File: config.mk
export PLATFORM = sky130hd
export DESIGN_NAME = murmur1_byte_stream_hash_flat
export DESIGN_NICKNAME = d
export VERILOG_FILES = /design/src/rtl/mbsh_pkg.sv /design/src/rtl/mbsh_if.sv /design/src/rtl/murmur1_byte_stream_hash.sv /design/src/rtl/mbsh_front.sv /design/src/rtl/mbsh_cmd_queue.sv /design/src/rtl/mbsh_back.sv /design/src/flat_wrapper.sv
export SDC_FILE = /design/constraint.sdc
export NUM_CORES = 1
export LEC_CHECK = 0
export ABC_AREA = 1
export BUFFER_PORTS_ARGS = -buffer_cell sky130_fd_sc_hd__buf_4
export CAP_MARGIN = 10
export CORE_MARGIN = 3
export CORE_UTILIZATION = 55
export CTS_BUF_LIST = sky130_fd_sc_hd__clkbuf_4 sky130_fd_sc_hd__clkbuf_8
export DETAILED_ROUTE_END_ITERATION = 6
export GPL_TIMING_DRIVEN = 1
export HOLD_SLACK_MARGIN = 0.12
export PLACE_DENSITY_LB_ADDON = 0.05
export SLEW_MARGIN = 20
export SYNTH_ARGS = -nofsm -noshare
export SYNTH_HDL_FRONTEND = slang
export SYNTH_HIERARCHICAL = 1
export SYNTH_SLANG_ARGS = --single-unit
File: constraint.sdc
create_clock -name clock -period 9.05 [get_ports clock]
set_input_delay 1.81 -clock clock [delete_from_list [all_inputs] [get_ports clock]]
set_output_delay 1.81 -clock clock [all_outputs]
set_load 0.05 [all_outputs]
File: src/rtl/mbsh_pkg.sv
// ----------------------------------------------------------------------------
// MurmurHash1 byte stream hash package
// Shared constants and the command format passed from front to back.
// ----------------------------------------------------------------------------
package mbsh_pkg;

   localparam int KEY_LEN_BITS = 16;

   localparam logic [31:0] MUR_M       = 32'hc6a4a793;
   localparam logic [31:0] SEED_RESET  = 32'd3187;
   localparam int          MIX_SHIFT   = 16;
   localparam int          FIN1_SHIFT  = 10;
   localparam int          FIN2_SHIFT  = 17;
   localparam int          QUEUE_DEPTH = 2;

   typedef struct packed {
      logic                    start;
      logic                    empty;
      logic                    mix_en;
      logic                    finish;
      logic                    mismatch;
      logic [KEY_LEN_BITS-1:0] len;
      logic [31:0]             word;
   } cmd_type;

endpackage

File: src/rtl/mbsh_if.sv
// ----------------------------------------------------------------------------
// MurmurHash1 byte stream hash channels
// Valid/ready channels for key bytes and hash results.
// ----------------------------------------------------------------------------
interface mbsh_req_if;
   logic        valid;
   logic        ready;
   logic [7:0]  key_byte;
   logic [15:0] key_length;
   logic        first_byte;
   logic        last_byte;

   modport source (output valid, key_byte, key_length, first_byte, last_byte,
                   input ready);
   modport sink (input valid, key_byte, key_length, first_byte, last_byte,
                 output ready);
endinterface

interface mbsh_rsp_if;
   logic        valid;
   logic        ready;
   logic [31:0] hash_value;
   logic        length_mismatch;

   modport source (output valid, hash_value, length_mismatch, input ready);
   modport sink (input valid, hash_value, length_mismatch, output ready);
endinterface

File: src/rtl/murmur1_byte_stream_hash.sv
// The front takes one byte per cycle while the two-entry command queue has room.
// The back accepts a command only in its idle state, then steps through its seed, word mix
// and final mix states (FIN1, FIN2) as needed, all through one shared 32 by 32 multiplier.
// Reset is synchronous and clears all key state; the seed returns to 3187.
// ----------------------------------------------------------------------------
// MurmurHash1 byte stream hash
// Hashes keys arriving one byte per item with a configurable seed.
// ----------------------------------------------------------------------------
module murmur1_byte_stream_hash
   import mbsh_pkg::*;
(
   input  logic        clock,
   input  logic        reset,
   mbsh_req_if.sink    req_bus,
   mbsh_rsp_if.source  rsp_bus,
   input  logic        csr_wr_en,
   input  logic [31:0] csr_wr_data
);

   logic [31:0] seed_ff;
   logic        push_valid, push_ready;
   cmd_type     push_cmd;
   logic        pop_valid, pop_ready;
   cmd_type     pop_cmd;

   always_ff @(posedge clock) begin
      if (reset) begin
         seed_ff <= SEED_RESET;
      end else if (csr_wr_en) begin
         seed_ff <= csr_wr_data;
      end
   end

   mbsh_front u_front (
      .clock     (clock),
      .reset     (reset),
      .req_bus   (req_bus),
      .cmd_valid (push_valid),
      .cmd       (push_cmd),
      .cmd_ready (push_ready)
   );

   mbsh_cmd_queue u_queue (
      .clock      (clock),
      .reset      (reset),
      .push_valid (push_valid),
      .push_ready (push_ready),
      .push_cmd   (push_cmd),
      .pop_valid  (pop_valid),
      .pop_ready  (pop_ready),
      .pop_cmd    (pop_cmd)
   );

   mbsh_back u_back (
      .clock     (clock),
      .reset     (reset),
      .seed      (seed_ff),
      .cmd_valid (pop_valid),
      .cmd_ready (pop_ready),
      .cmd       (pop_cmd),
      .rsp_bus   (rsp_bus)
   );

endmodule

File: src/rtl/mbsh_front.sv
// ----------------------------------------------------------------------------
// MurmurHash1 front end
// Accepts key bytes, packs them into words, counts them and issues commands.
// ----------------------------------------------------------------------------
module mbsh_front
   import mbsh_pkg::*;
(
   input  logic          clock,
   input  logic          reset,
   mbsh_req_if.sink      req_bus,
   output logic          cmd_valid,
   output cmd_type       cmd,
   input  logic          cmd_ready
);

   localparam logic [KEY_LEN_BITS-1:0] LEN_MAX = {KEY_LEN_BITS{1'b1}};

   logic [23:0]             pw_ff, pw_in;
   logic [1:0]              pos_ff, pos_in;
   logic [KEY_LEN_BITS-1:0] seen_ff, seen_in;
   logic [KEY_LEN_BITS-1:0] ann_ff, ann_in;
   logic                    ovf_ff, ovf_in;

   logic                    accept;
   logic [KEY_LEN_BITS-1:0] len;
   logic [23:0]             base_pw;
   logic [1:0]              base_pos;
   logic [KEY_LEN_BITS-1:0] base_seen;
   logic                    base_ovf;
   logic                    word_done;

   assign req_bus.ready = cmd_ready;
   assign accept = req_bus.valid && req_bus.ready;
   assign len = req_bus.key_length[KEY_LEN_BITS-1:0];

   always_comb begin
      pw_in   = pw_ff;
      pos_in  = pos_ff;
      seen_in = seen_ff;
      ann_in  = ann_ff;
      ovf_in  = ovf_ff;
      cmd     = '0;
      cmd.len = len;
      cmd_valid = 1'b0;
      base_pw   = pw_ff;
      base_pos  = pos_ff;
      base_seen = seen_ff;
      base_ovf  = ovf_ff;
      word_done = 1'b0;

      if (req_bus.first_byte) begin
         base_pw   = '0;
         base_pos  = '0;
         base_seen = '0;
         base_ovf  = 1'b0;
         ann_in    = len;
      end

      if (req_bus.first_byte && (len == '0)) begin
         cmd.start  = 1'b1;
         cmd.empty  = 1'b1;
         cmd.finish = 1'b1;
         cmd_valid  = accept;
         pw_in   = '0;
         pos_in  = '0;
         seen_in = '0;
         ann_in  = '0;
         ovf_in  = 1'b0;
      end else begin
         cmd.start = req_bus.first_byte;
         if (base_pos == 2'd3) begin
            word_done = 1'b1;
            cmd.word  = {req_bus.key_byte, base_pw};
            pw_in     = '0;
            pos_in    = '0;
         end else begin
            pw_in  = base_pw | (24'(req_bus.key_byte) << {base_pos, 3'b000});
            pos_in = base_pos + 2'd1;
         end

         if (base_seen == LEN_MAX) begin
            ovf_in  = 1'b1;
            seen_in = base_seen;
         end else begin
            ovf_in  = base_ovf;
            seen_in = base_seen + 1'b1;
         end

         cmd.mix_en = word_done;
         if (req_bus.last_byte) begin
            cmd.finish   = 1'b1;
            cmd.mismatch = ovf_in || (seen_in != ann_in);
            if (!word_done && (pos_in != 2'd0)) begin
               cmd.mix_en = 1'b1;
               cmd.word   = {8'd0, pw_in};
            end
            pw_in   = '0;
            pos_in  = '0;
            seen_in = '0;
            ann_in  = '0;
            ovf_in  = 1'b0;
         end
         cmd_valid = accept && (req_bus.first_byte || word_done || req_bus.last_byte);
      end
   end

   always_ff @(posedge clock) begin
      if (reset) begin
         pw_ff   <= '0;
         pos_ff  <= '0;
         seen_ff <= '0;
         ann_ff  <= '0;
         ovf_ff  <= 1'b0;
      end else if (accept) begin
         pw_ff   <= pw_in;
         pos_ff  <= pos_in;
         seen_ff <= seen_in;
         ann_ff  <= ann_in;
         ovf_ff  <= ovf_in;
      end
   end

endmodule

File: src/rtl/mbsh_cmd_queue.sv
// ----------------------------------------------------------------------------
// MurmurHash1 command queue
// Short first-in first-out queue that decouples the front from the back.
// ----------------------------------------------------------------------------
module mbsh_cmd_queue
   import mbsh_pkg::*;
(
   input  logic    clock,
   input  logic    reset,
   input  logic    push_valid,
   output logic    push_ready,
   input  cmd_type push_cmd,
   output logic    pop_valid,
   input  logic    pop_ready,
   output cmd_type pop_cmd
);

   localparam int PTR_BITS = $clog2(QUEUE_DEPTH);

   cmd_type                entry_ff [QUEUE_DEPTH];
   logic [PTR_BITS-1:0]    wr_ptr_ff, wr_ptr_in;
   logic [PTR_BITS-1:0]    rd_ptr_ff, rd_ptr_in;
   logic [PTR_BITS:0]      count_ff, count_in;
   logic                   do_push, do_pop;

   assign push_ready = (count_ff != (PTR_BITS+1)'(QUEUE_DEPTH));
   assign pop_valid  = (count_ff != '0);
   assign pop_cmd    = entry_ff[rd_ptr_ff];
   assign do_push    = push_valid && push_ready;
   assign do_pop     = pop_valid && pop_ready;

   always_comb begin
      wr_ptr_in = wr_ptr_ff;
      rd_ptr_in = rd_ptr_ff;
      if (do_push) begin
         wr_ptr_in = (wr_ptr_ff == PTR_BITS'(QUEUE_DEPTH - 1)) ? '0 : wr_ptr_ff + 1'b1;
      end
      if (do_pop) begin
         rd_ptr_in = (rd_ptr_ff == PTR_BITS'(QUEUE_DEPTH - 1)) ? '0 : rd_ptr_ff + 1'b1;
      end
      count_in = count_ff + (PTR_BITS+1)'(do_push) - (PTR_BITS+1)'(do_pop);
   end

   always_ff @(posedge clock) begin
      if (reset) begin
         wr_ptr_ff <= '0;
         rd_ptr_ff <= '0;
         count_ff  <= '0;
      end else begin
         wr_ptr_ff <= wr_ptr_in;
         rd_ptr_ff <= rd_ptr_in;
         count_ff  <= count_in;
      end
   end

   always_ff @(posedge clock) begin
      if (do_push) begin
         entry_ff[wr_ptr_ff] <= push_cmd;
      end
   end

endmodule

File: src/rtl/mbsh_back.sv
// ----------------------------------------------------------------------------
// MurmurHash1 back end
// Runs seed, word mix and final mix steps through one shared multiplier.
// ----------------------------------------------------------------------------
module mbsh_back
   import mbsh_pkg::*;
(
   input  logic        clock,
   input  logic        reset,
   input  logic [31:0] seed,
   input  logic        cmd_valid,
   output logic        cmd_ready,
   input  cmd_type     cmd,
   mbsh_rsp_if.source  rsp_bus
);

   localparam logic [2:0] ST_IDLE = 3'd0;
   localparam logic [2:0] ST_SEED = 3'd1;
   localparam logic [2:0] ST_MIX  = 3'd2;
   localparam logic [2:0] ST_FIN1 = 3'd3;
   localparam logic [2:0] ST_FIN2 = 3'd4;

   logic [2:0]  state_ff, state_in;
   cmd_type     cmd_ff, cmd_in;
   logic [31:0] h_ff, h_in;
   logic        rsp_valid_ff, rsp_valid_in;
   logic [31:0] rsp_hash_ff, rsp_hash_in;
   logic        rsp_mis_ff, rsp_mis_in;

   logic [31:0] mul_a;
   logic [31:0] prod;
   logic        out_free;

   assign out_free  = !rsp_valid_ff || rsp_bus.ready;
   assign cmd_ready = (state_ff == ST_IDLE);
   assign prod      = mul_a * MUR_M;

   assign rsp_bus.valid           = rsp_valid_ff;
   assign rsp_bus.hash_value      = rsp_hash_ff;
   assign rsp_bus.length_mismatch = rsp_mis_ff;

   always_comb begin
      unique case (state_ff)
         ST_SEED: mul_a = 32'(cmd_ff.len);
         ST_MIX:  mul_a = h_ff + cmd_ff.word;
         default: mul_a = h_ff;
      endcase
   end

   always_comb begin
      state_in     = state_ff;
      cmd_in       = cmd_ff;
      h_in         = h_ff;
      rsp_valid_in = rsp_valid_ff && !rsp_bus.ready;
      rsp_hash_in  = rsp_hash_ff;
      rsp_mis_in   = rsp_mis_ff;

      unique case (state_ff)
         ST_IDLE: begin
            if (cmd_valid) begin
               cmd_in = cmd;
               if (cmd.start) begin
                  state_in = ST_SEED;
               end else if (cmd.mix_en) begin
                  state_in = ST_MIX;
               end else if (cmd.finish) begin
                  state_in = ST_FIN1;
               end
            end
         end
         ST_SEED: begin
            h_in = seed ^ prod;
            if (cmd_ff.empty) begin
               state_in = ST_FIN1;
            end else if (cmd_ff.mix_en) begin
               state_in = ST_MIX;
            end else if (cmd_ff.finish) begin
               state_in = ST_FIN1;
            end else begin
               state_in = ST_IDLE;
            end
         end
         ST_MIX: begin
            h_in     = prod ^ (prod >> MIX_SHIFT);
            state_in = cmd_ff.finish ? ST_FIN1 : ST_IDLE;
         end
         ST_FIN1: begin
            h_in     = prod ^ (prod >> FIN1_SHIFT);
            state_in = ST_FIN2;
         end
         ST_FIN2: begin
            if (out_free) begin
               rsp_valid_in = 1'b1;
               rsp_hash_in  = prod ^ (prod >> FIN2_SHIFT);
               rsp_mis_in   = cmd_ff.mismatch && !cmd_ff.empty;
               h_in         = '0;
               state_in     = ST_IDLE;
            end
         end
         default: begin
            state_in = ST_IDLE;
         end
      endcase
   end

   always_ff @(posedge clock) begin
      if (reset) begin
         state_ff     <= ST_IDLE;
         h_ff         <= '0;
         rsp_valid_ff <= 1'b0;
      end else begin
         state_ff     <= state_in;
         h_ff         <= h_in;
         rsp_valid_ff <= rsp_valid_in;
      end
   end

   always_ff @(posedge clock) begin
      cmd_ff      <= cmd_in;
      rsp_hash_ff <= rsp_hash_in;
      rsp_mis_ff  <= rsp_mis_in;
   end

endmodule

File: src/flat_wrapper.sv
// flat-port wrapper written by rule: the top's interface ports become plain ports
module murmur1_byte_stream_hash_flat import mbsh_pkg::*;
  (clock, reset, csr_wr_en, csr_wr_data, req_bus_valid, req_bus_key_byte, req_bus_key_length, req_bus_first_byte, req_bus_last_byte, req_bus_ready, rsp_bus_valid, rsp_bus_hash_value, rsp_bus_length_mismatch, rsp_bus_ready);
  mbsh_req_if req_bus_i ();
  mbsh_rsp_if rsp_bus_i ();
  input  logic clock;
  input  logic reset;
  input  logic csr_wr_en;
  input  logic [31:0] csr_wr_data;
  input wire logic [$bits(req_bus_i.valid)-1:0] req_bus_valid;
  input wire logic [$bits(req_bus_i.key_byte)-1:0] req_bus_key_byte;
  input wire logic [$bits(req_bus_i.key_length)-1:0] req_bus_key_length;
  input wire logic [$bits(req_bus_i.first_byte)-1:0] req_bus_first_byte;
  input wire logic [$bits(req_bus_i.last_byte)-1:0] req_bus_last_byte;
  output wire logic [$bits(req_bus_i.ready)-1:0] req_bus_ready;
  output wire logic [$bits(rsp_bus_i.valid)-1:0] rsp_bus_valid;
  output wire logic [$bits(rsp_bus_i.hash_value)-1:0] rsp_bus_hash_value;
  output wire logic [$bits(rsp_bus_i.length_mismatch)-1:0] rsp_bus_length_mismatch;
  input wire logic [$bits(rsp_bus_i.ready)-1:0] rsp_bus_ready;
  assign req_bus_i.valid = req_bus_valid;
  assign req_bus_i.key_byte = req_bus_key_byte;
  assign req_bus_i.key_length = req_bus_key_length;
  assign req_bus_i.first_byte = req_bus_first_byte;
  assign req_bus_i.last_byte = req_bus_last_byte;
  assign req_bus_ready = req_bus_i.ready;
  assign rsp_bus_valid = rsp_bus_i.valid;
  assign rsp_bus_hash_value = rsp_bus_i.hash_value;
  assign rsp_bus_length_mismatch = rsp_bus_i.length_mismatch;
  assign rsp_bus_i.ready = rsp_bus_ready;
  murmur1_byte_stream_hash u_core (.clock(clock), .reset(reset), .req_bus(req_bus_i), .rsp_bus(rsp_bus_i), .csr_wr_en(csr_wr_en), .csr_wr_data(csr_wr_data));
endmodule
== Word level (Yosys, flattened, before mapping) ==
Memories as Yosys holds them, arrays and structs flattened. A register that Yosys moved wholly into a read port is not among the register bits.
Cells that the tools add are included.
Word-level totals
  register bits: 216
  bits in latches: 0
  RAM bits: 106
  ROM bits: 0
  memories kept: 1
Memories
  u_core.u_queue.entry_ff: words 2, bits a word 53, rd ports 1, clocked after memory_dff 1, wr ports 1, RTL line mbsh_cmd_queue.sv:20  | cmd_type entry_ff [QUEUE_DEPTH];
Cells by class
  add/subtract/negate cells: 7
  multiply operators: 1
  divide/modulo/power cells: 0
  order comparisons: 0
  eq/ne operators: 11
  shift-type cells: 1
  muxes and demuxes: 56
  bitwise operators: 5
  reductions and logical operators: 25
Operators by type and width (number)
  two-way mux 32 bit: 5
  two-way mux 16 bit: 8
  case mux 32 bit (4 select lines): 1
  two-way mux 24 bit: 4
  case mux 32 bit (2 select lines): 1
  adder 32 bit: 1
  multiplier 32 x 31 -> 32 bit (second input constant): 1
  XOR 32 x 15 -> 32 bit: 1
  XOR 32 x 16 -> 32 bit: 1
  XOR 32 x 22 -> 32 bit: 1
  XOR 32 bit: 1
  OR 24 bit: 1
  << shifter 8 x 5 -> 24 bit: 1
  two-way mux 1 bit: 22
  two-way mux 3 bit: 6
  adder 16 x 1 -> 16 bit (second input constant): 1
  equality test 16 bit (second input constant): 1
  logical NOT 16 bit: 1
  two-way mux 2 bit: 8
  inequality test 16 bit: 1
  case mux 3 bit (5 select lines): 1
  logical AND 1 bit: 8
  equality test 3 x 2 -> 1 bit (second input constant): 2
  inequality test 2 bit (second input constant): 3
  15 further kinds: 25

== Depth between registers and ports, before layout ==
Gate-level depths: netlist of run 1.
  word-level depth: 11
  gate-level depth with buffers: 47

== By module ==
Netlist of run 1, hierarchy kept.
Modules (own cells, without submodules)
  mbsh_back: times used 1, cells an instance 2048, area each 16960.0 sq um
  mbsh_cmd_queue: times used 1, cells an instance 201, area each 4319.1 sq um
  mbsh_front: times used 1, cells an instance 728, area each 4250.3 sq um
  murmur1_byte_stream_hash: times used 1, cells an instance 189, area each 1257.5 sq um

== Least setup slack after synthesis of run 1 ==
Ideal clock, no wire load.
  path kind: register to register
  start: register u_core/u_back/cmd_ff[2] in the netlist's numbering
  end: register u_core.u_back.h_ff[13]
  library setup time: 70 ps
  arrival time: 8128 ps
  setup slack: 852 ps
  cell stages (with the launch flop): 40
  path through: edfxtp_1 ha_1 nand2_1 nand2_1 o21bai_2 nand2_1 nand2_1 nand2_1 nand2_1 a21oi_1 o21ai_0 a22oi_1 inv_1 fa_1 inv_1 ha_1 fa_1 inv_1 [4 not listed] fa_1 inv_1 fa_1 inv_1 fa_1 inv_1 ha_1 nand2_1 inv_1 nand3_1 nor3_1 nand2_1 o211ai_1 xor2_1 xor2_1 o211ai_1 nand2_1 a21oi_1
On the way
  word-level cells in the longest chain between the ends: 5
Ends and longest elaborated chain
  start, declared: RTL line mbsh_back.sv:24  | cmd_type cmd_ff, cmd_in;
  start signal, assigned: RTL line mbsh_back.sv:119  | cmd_ff <= cmd_in;
  adder 32 bit: RTL line mbsh_back.sv:45  | ST_MIX: mul_a = h_ff + cmd_ff.word;
  case mux 32 bit (2 select lines): RTL line mbsh_back.sv:43  | unique case (state_ff)
  multiplier 32 x 31 -> 32 bit: RTL line mbsh_back.sv:36  | assign prod = mul_a * MUR_M;
  via u_core.u_back.prod[29]: RTL line mbsh_back.sv:31  | logic [31:0] prod;
  XOR 32 x 16 -> 32 bit: RTL line mbsh_back.sv:84  | h_in = prod ^ (prod >> MIX_SHIFT);
  case mux 32 bit (4 select lines): RTL line mbsh_back.sv:58  | unique case (state_ff)
  end signal, assigned: RTL line mbsh_back.sv:113  | h_ff <= h_in;
  end, declared: RTL line mbsh_back.sv:25  | logic [31:0] h_ff, h_in;
The timed path passes the listed nets, and every way through them passes these cells.
A chain may end at the register's enable or synchronous reset.

== Worst setup path in the final report of run 1 ==
  start: register u_core/u_back/cmd_ff[14] in the netlist's numbering
  end: register u_core.u_back.rsp_hash_ff[14] (netlist: u_core/u_back/rsp_bus.hash_value[14]) (data pin)
On the way
  word-level cells in the longest chain between the ends: 4
Ends and longest elaborated chain
  adder 32 bit: RTL line mbsh_back.sv:45
  case mux 32 bit (2 select lines): RTL line mbsh_back.sv:43
  multiplier 32 x 31 -> 32 bit: RTL line mbsh_back.sv:36
  via u_core.u_back.prod[31]: RTL line mbsh_back.sv:31
  XOR 32 x 15 -> 32 bit: RTL line mbsh_back.sv:94  | rsp_hash_in = prod ^ (prod >> FIN2_SHIFT);
  end signal, assigned: RTL line mbsh_back.sv:120  | rsp_hash_ff <= rsp_hash_in;
  end, declared: RTL line mbsh_back.sv:27  | logic [31:0] rsp_hash_ff, rsp_hash_in;
The timed path passes the listed nets, and every way through them passes these cells.

==> results of run 1 <==
cell usage in the layout, fill, tap and decap left out, types with 131 or more instances in the layout:
master    count
edfxtp_1    191
fa_1        176
inv_1       622
ha_1        274
nor2_1      205
nand2_1     667
buf_4       162
nand3_1     140
a21oi_1     181
dfxtp_1     131
kinds of logic after synthesis:
group                      share of synthesized area, %
buffers and inverters                              11.2
DFF                                                31.3
adders and majority gates                          26.1
and+or+nand+nor                                    18.4
xor gates and xnor gates                           2.06
AOI/OAI and AO/OA                                  8.11
muxes                                              2.93
critical path, delay by kind of cell (launching register included):
| kind | cells | cell delay, ps |
|---|---|---|
| simple gates | 13 | 2060 |
| buf+inv | 8 | 640 |
| fa+ha+maj | 10 | 4470 |
| xor+xnor | 1 | 200 |
| compound gates | 4 | 660 |
| flops | 1 | 370 |
path summary, 6_finish.rpt:
kind                                     endpoint  cells after the start  slack (ps)                      start
min reg2reg             u_core/u_front/ann_ff[15]                      2         460  u_core/u_front/ann_ff[15]
max reg2reg  u_core/u_back/rsp_bus.hash_value[14]                     36         490   u_core/u_back/cmd_ff[14]
max          u_core/u_back/rsp_bus.hash_value[14]                     36         490   u_core/u_back/cmd_ff[14]
min                     u_core/u_front/ann_ff[15]                      2         460  u_core/u_front/ann_ff[15]
cell type report:
class,count,area [um^2]
Clock inverter,18,205
Inverter,636,2390
Tap cell,615,769
Fill cell,4225,18300
Timing Repair Buffer,164,1250
Multi-Input combinational cell,2105,15500
Clock buffer,90,1130
Sequential cell,323,8380
metal layers:
| layer | wire length (um) | vias to the layer above | global-route usage (%) |
|---|---|---|---|
| met3 | 3140 | 158 | 3.44 |
| li1 | - | 10300 | - |
| met4 | 3170 | 0 | 12.0 |
| met1 | 31500 | 10300 | 37.3 |
| met5 | 0 | - | 0 |
| met2 | 36700 | 537 | 51.4 |
Yosys cell counts, types with 2 or more instances:
cell / number
or2_1: 3
nand2_4: 2
buf_4: 21
o21bai_1: 9
clkbuf_1: 51
mux2_4: 50
dfxtp_1: 132
a22oi_1: 5
a22o_1: 7
o21ai_1: 3
o221ai_1: 4
o21a_1: 2
buf_2: 17
nand3b_1: 21
inv_1: 622
a21oi_2: 5
nor2_1: 208
fa_1: 176
edfxtp_1: 191
nand4_1: 21
a21o_1: 7
or2_2: 20
xor2_1: 41
a31oi_1: 35
nand3_2: 10
nor2_2: 6
o21ai_0: 99
buf_12: 5
o211ai_1: 16
nor2_4: 5
buf_1: 3
buf_6: 5
nand2_1: 670
nor3_1: 12
nand3_1: 140
inv_2: 11
mux2_2: 3
o2111ai_1: 2
xnor2_1: 22
o22ai_1: 3
a21oi_1: 184
inv_4: 2
nand2_2: 22
nor4_1: 5
ha_1: 277
what timing repair did:
item / 4_1_cts / 5_1_grt
buffers inserted: 0 / 7
resized for setup: 0 / 17
setup endpoints to repair: 0 / 16
metrics by stage:
stage	setup TNS [ps]	worst slack, ps	cells	util [%]	hold WS, ps
after floorplan	0	852	3166	-	429
after global placement	0	403	3835	58.8	449
after detailed placement	0	342	3836	58.8	457
after CTS	0	306	3944	61.6	466
after global routing	-179	-58.4	3951	61.9	483
final	0	494	3951	61.9	463
registers in the layout, indices dropped and copies added (netlist names), 3 cells and up, named ones only:
signal	count
u_core/u_front/pw_ff	24
u_core/u_front/seen_ff	16
u_core/u_queue/entry_ff	106
u_core/u_back/h_ff	32
u_core/u_back/cmd_ff	52
u_core/u_front/ann_ff	16
u_core/u_back/rsp_bus.hash_value	32
u_core/seed_ff	32
u_core/u_back/state_ff	3
==> results.ini, run 1 <==
[floorplan]
pin_count=98
die_w_um=227
die_y_um=227
rows=80
initial_utilization_pct=55.9
core_um2=47900
die-area_um2=51400

[yosys]
synth_cell_type_count=56
syn_nets=3682
syn_inst=3166
synth-edff-count=191
synthArstFlopShare_pct=0
synth_warnings=6
ys_ff_latch=323
synth-main-ff-cell=edfxtp_1
seq_area_frac_synth_pct=31.3
synth_top_area_cell=edfxtp_1
synth_area_leaders=edfxtp_1 (21%), fa_1 (13%), ha_1 (13%), dfxtp_1 (9.9%), nand2_1 (9.4%)
netlist_area_um2=26800
synth_area_per_cell_um2=8.46
synth_top_area_share_pct=21.4

[worst_setup_path]
crit_type=reg -> reg
required_ps=9510
worst-path-max-fanout=5
start_kind=register
cp_slowest_stage_delay_ps=530
cp_data_arrival_time_ps=9020
critPathSlowestCell=fa_1
end_kind=register

[clocking]
cts_tree=done
path_clk_slew_ps=60
clock-sinks=323
root_buffer=clkbuf_8
cts_buffers=58
clk_latency_ps=650
cts_hold_buf=0
htreeDepth=2
cts_max_path_buffers=3

[sta]
hold_viol=0
skew_ps=30.8
post-route-period-util_pct=94.5
fmax_mhz=117
worst_slew_pin_slew_ps=1130
slew_headroom_pct=24.6
post-route-min-period_ps=8560
setup_viol=0
maxSlewViolCount=0

[routing]
totalWireLength_um=74500
drc=0
ant_nets=0
drt_pass1_iterations=6
dr.first_iter.drc_count=1412
wl_per_cell_um=18.9
vias_per_cell=5.39
vias=21300

[placement]
gp_congestion=0.945
port_buffers=97
dpl_cell_area_um2=28200
place_hpwl_um=58600

[global_route]
gr-total-overflow=0
grt.total_usage_pct=29.5
grt_pass1_wl_um=117000
antenna_found_initial=0
grt_start_max_net_pins=74
grt_pass1_vias=21300

[run]
cap_violations=0

[cells_and_area]
drive_gt1_share_pct=12.8
finalInstanceArea_um2=29700
antenna_cells=0
nets=3804
syn2layout_area_growth_pct=10.7

[worst_hold_path]
hold_class=reg -> reg

[run_status]
outcome=complete, no violations

Power of run 1 is not shown: default switching activity piles up to over one toggle a cycle in this logic, so the estimate is an artifact.
==> inputs of run 2 (changes only) <==
- ABC_AREA: 1 -> not set
==> results.ini, run 2 <==
[cells_and_area]
final_cell_mix=inv_1 (354), buf_4 (349), ha_1 (246)
nets=3361
largest_reg_flops=106
largestRegisters=u_core/u_queue/entry_ff x106, u_core/u_back/cmd_ff x52
finalInstanceArea_um2=30600
syn2layout_area_growth_pct=20.4
antenna_cells=0
nFillCells=3623
final_common_cell=inv_1
largest-register=u_core/u_queue/entry_ff
drive_gt1_share_pct=24.9

[placement]
dpl_cell_area_um2=28300
place_hpwl_um=58200
port_buffers=97
gp_congestion=0.925

[run]
cap_violations=0

[clocking]
root_buffer=clkbuf_8
clock-sinks=323
cts_buffers=53
cts_tree=done
cts_hold_buf=0
clk_latency_ps=670
htreeDepth=2
cts_max_path_buffers=3
path_clk_slew_ps=60

[global_route]
grt.total_usage_pct=29.8
grt_pass1_wl_um=115000
gr-total-overflow=0
antenna_found_initial=0
grt_pass1_vias=20400
grt_start_max_net_pins=69

[yosys]
synth-main-ff-cell=edfxtp_1
synth_top_area_cell=edfxtp_1
syn_nets=3033
synth-edff-count=191
netlist_area_um2=25400
synthArstFlopShare_pct=0
synth_cell_type_count=94
yosysMostFrequentCell=inv_1
ys_ff_latch=323
syn_inst=2517
synth_top_area_share_pct=22.6
synthTopCellsByCount=inv_1 (380), ha_1 (277), nor2_1 (197)
synth_warnings=6
synth_area_per_cell_um2=10.1
synth_area_leaders=edfxtp_1 (23%), fa_1 (14%), ha_1 (14%), dfxtp_1 (10%), inv_1 (5.6%)
seq_area_frac_synth_pct=33.0

[sta]
slew_headroom_pct=27.1
fmax_mhz=108
maxSlewViolCount=0
post-route-min-period_ps=9280
setup_viol=14
grt_setup_unrepaired=true
skew_ps=58.5
hold_viol=0
setup_ws_ps=-231
post-route-period-util_pct=103
worst_slew_pin_slew_ps=1090

[floorplan]
die-area_um2=48800
die_w_um=221
die_y_um=221
pin_count=98
rows=78
initial_utilization_pct=55.9
core_um2=45500

[worst_setup_path]
critPathSlowestCell=fa_1
worst-path-max-fanout=10
cpMostUsedCell=fa_1
required_ps=9530
end_kind=register
path_delay_family=adder cells
cp_data_arrival_time_ps=9760
path_buf_inv=12
crit_type=reg -> reg
cp_slowest_stage_delay_ps=550
start_kind=register

[routing]
dr.first_iter.drc_count=1562
drc=0
vias_per_cell=5.70
ant_nets=0
wl_per_cell_um=21.3
totalWireLength_um=74100
vias=19900
drt_pass1_iterations=6

[worst_hold_path]
hold_class=reg -> reg

[run_status]
outcome=finished with violations
violations=setup timing

run 2: area by class of cell:
type                       count  area (um^2)  area share, %
timing repair buffer         378         2960           9.68
inverter                     383         1440           4.71
sequential                   323         8390           27.4
tap                          600          751           2.45
clock inverter                25          195          0.638
clock buffer                  73          930           3.04
multi-input combinational   1706        15900           52.1
run 2: layer usage:
| layer | vias up | global-route usage [%] | routed length, um |
|---|---|---|---|
| met5 | - | 0 | 0 |
| met4 | 0 | 13.8 | 3820 |
| li1 | 9324 | - | - |
| met2 | 603 | 51.9 | 36900 |
| met1 | 9767 | 37.2 | 30000 |
| met3 | 177 | 3.75 | 3460 |
run 2: path summary, 6_finish.rpt:
path	start	endpoint	slack [ps]	depth (start not counted)
hold reg to reg	u_core/u_front/pw_ff[3]	u_core/u_front/pw_ff[3]	470	2
setup / recovery	u_core/u_back/cmd_ff[0]	u_core/u_back/h_ff[19]	-230	43
setup reg to reg	u_core/u_back/cmd_ff[0]	u_core/u_back/h_ff[19]	-230	43
hold / removal	u_core/u_front/pw_ff[3]	u_core/u_front/pw_ff[3]	470	2
run 2: per-stage QoR:
step	hold WS [ps]	setup slack, ps	utilization, %	setup TNS, ps	instances
floorplan	435	-16.3	-	-16.3	2517
global placement	449	-581	62.2	-6800	3360
detailed placement	460	-656	62.2	-9150	3360
CTS	470	-252	65.7	-1950	3474
global route	486	-637	67.3	-9720	3488
finish	469	-231	67.3	-1420	3488
run 2: cells by family (layout without fill, tap and decap cells):
| group | Yosys count | in the layout | synth area share, % |
|---|---|---|---|
| AO/OA/AOI/OAI | 475 | 475 | 12.5 |
| XOR/XNOR | 131 | 131 | 4.74 |
| adder cells (fa/ha/maj) | 453 | 453 | 27.5 |
| buffers and inverters | 488 | 859 | 7.78 |
| flip-flops | 323 | 323 | 33.0 |
| multiplexers | 102 | 102 | 4.30 |
| AND/OR/NAND/NOR | 545 | 545 | 10.2 |
run 2: timing repair:
action | 4_1_cts | 5_1_grt
pin swaps | 89 | 85
endpoints found under the setup margin | 32 | 41
buffers inserted | 16 | 22
gates resized for setup | 69 | 139
run 2: worst register-to-register path: cells and delay by family, from the launching register on:
kind	cells	cell delay [ps]
compound gates	13	2160
xor+xnor	2	270
fa+ha+maj	11	4530
buf+inv	12	1340
flops	1	370
simple gates	5	440
Power of run 2 is left out for the same reason.
==> inputs of run 3 (changes only) <==
- SLEW_MARGIN: 20 -> not set
- clock period: 9.05 -> 8.8 ns (I/O delays scaled with it)
==> results.ini, run 3 (synthesis gave the netlist of run 2 again) <==
[run_status]
outcome=finished with violations
violations=DRC, setup timing

[worst_setup_path]
path_delay_family=adder cells
cp_slowest_stage_delay_ps=530
end_kind=register
start_kind=register
worst-path-max-fanout=4
critPathSlowestCell=fa_1
cpMostUsedCell=fa_1
crit_type=reg -> reg
path_buf_inv=7
required_ps=9350
cp_data_arrival_time_ps=9770

[clocking]
clk_latency_ps=650
cts_max_path_buffers=3
htreeDepth=2
cts_hold_buf=0
root_buffer=clkbuf_8
clock-sinks=323
path_clk_slew_ps=70
cts_tree=done
cts_buffers=53

[global_route]
antenna_found_initial=0
grt_pass1_wl_um=117000
gr-total-overflow=0
grt_start_max_net_pins=70
grt_pass1_vias=20600
grt.total_usage_pct=30.5

[floorplan]
pin_count=98
die_w_um=221
core_um2=45500
die_y_um=221
die-area_um2=48800
rows=78
initial_utilization_pct=55.9

[placement]
port_buffers=97
place_hpwl_um=58500
gp_congestion=0.956
dp_cells=3385

[sta]
setup_ws_ps=-419
slew_headroom_pct=28.1
skew_ps=29.2
setup_viol=31
maxSlewViolCount=0
grt_setup_unrepaired=true
worst_slew_pin_slew_ps=1070
post-route-period-util_pct=105
fmax_mhz=108
hold_viol=0
post-route-min-period_ps=9220

[cells_and_area]
drive_gt1_share_pct=26.8
final_cell_mix=buf_4 (371), inv_1 (356), ha_1 (248)
antenna_cells=0
final_common_cell=buf_4
syn2layout_area_growth_pct=22.7
largest_reg_flops=106
largest-register=u_core/u_queue/entry_ff
stdcell_count=3521
nets=3392
largestRegisters=u_core/u_queue/entry_ff x106, u_core/u_back/cmd_ff x52
nFillCells=3612

[routing]
ant_nets=0
vias_per_cell=5.72
drt_pass1_iterations=7
vias=20100
dr.first_iter.drc_count=1513
wl_per_cell_um=21.5
drc=3
totalWireLength_um=75800

[worst_hold_path]
hold_class=reg -> reg

[run]
cap_violations=0

## run 3: cell type report
type	count	area, um^2	share of cell area (%)
Tap cell	600	751	2.41
Clock buffer	68	892	2.86
Inverter	383	1440	4.61
Sequential cell	323	8380	26.9
Multi-Input combinational cell	1706	16200	51.9
Clock inverter	32	279	0.894
Timing Repair Buffer	409	3260	10.4
## run 3: tightest hold or removal path, stage by stage (launching register included)
cell and delay [ps]:
dfxtp_1 330, a21oi_1 40, nor2_1 70
## run 3: per-layer routing
metal | share of wire (%) | GRT usage [%] | routed length, um | vias to the layer above
met5 | 0 | 0 | 0 | -
met4 | 4.8 | 13.1 | 3660 | 0
met3 | 5.8 | 4.79 | 4420 | 162
met2 | 50 | 52.2 | 37500 | 707
met1 | 40 | 38.4 | 30200 | 9893
li1 | - | - | - | 9383
## run 3: worst paths after layout
| check | endpoint | cells past startpoint | from | slack [ps] |
|---|---|---|---|---|
| worst max-delay path | u_core/u_back/h_ff[21] | 39 | u_core/u_back/cmd_ff[6] | -420 |
| worst min-delay path | u_core/u_front/pw_ff[19] | 2 | u_core/u_front/pw_ff[19] | 470 |
| worst max register to register | u_core/u_back/h_ff[21] | 39 | u_core/u_back/cmd_ff[6] | -420 |
| worst min register to register | u_core/u_front/pw_ff[19] | 2 | u_core/u_front/pw_ff[19] | 470 |
## run 3: metrics by stage
step	hold slack (ps)	TNS, ps	instance area (um^2)	util [%]	worst slack [ps]
after floorplan	435	0	25500	-	17.3
after global placement	448	-9680	28600	62.9	-504
after detailed placement	457	-14090	28600	62.9	-703
after CTS	469	-5070	30500	67.1	-418
after global routing	484	-21330	31200	68.6	-894
final	472	-7740	31200	68.6	-419
## run 3: repair_timing
action	CTS	global route
pin swaps	76	87
cloned	0	0
resized for setup	119	126
endpoints found under the setup margin	38	47
buffers inserted	25	26
Power of run 3 is left out for the same reason.
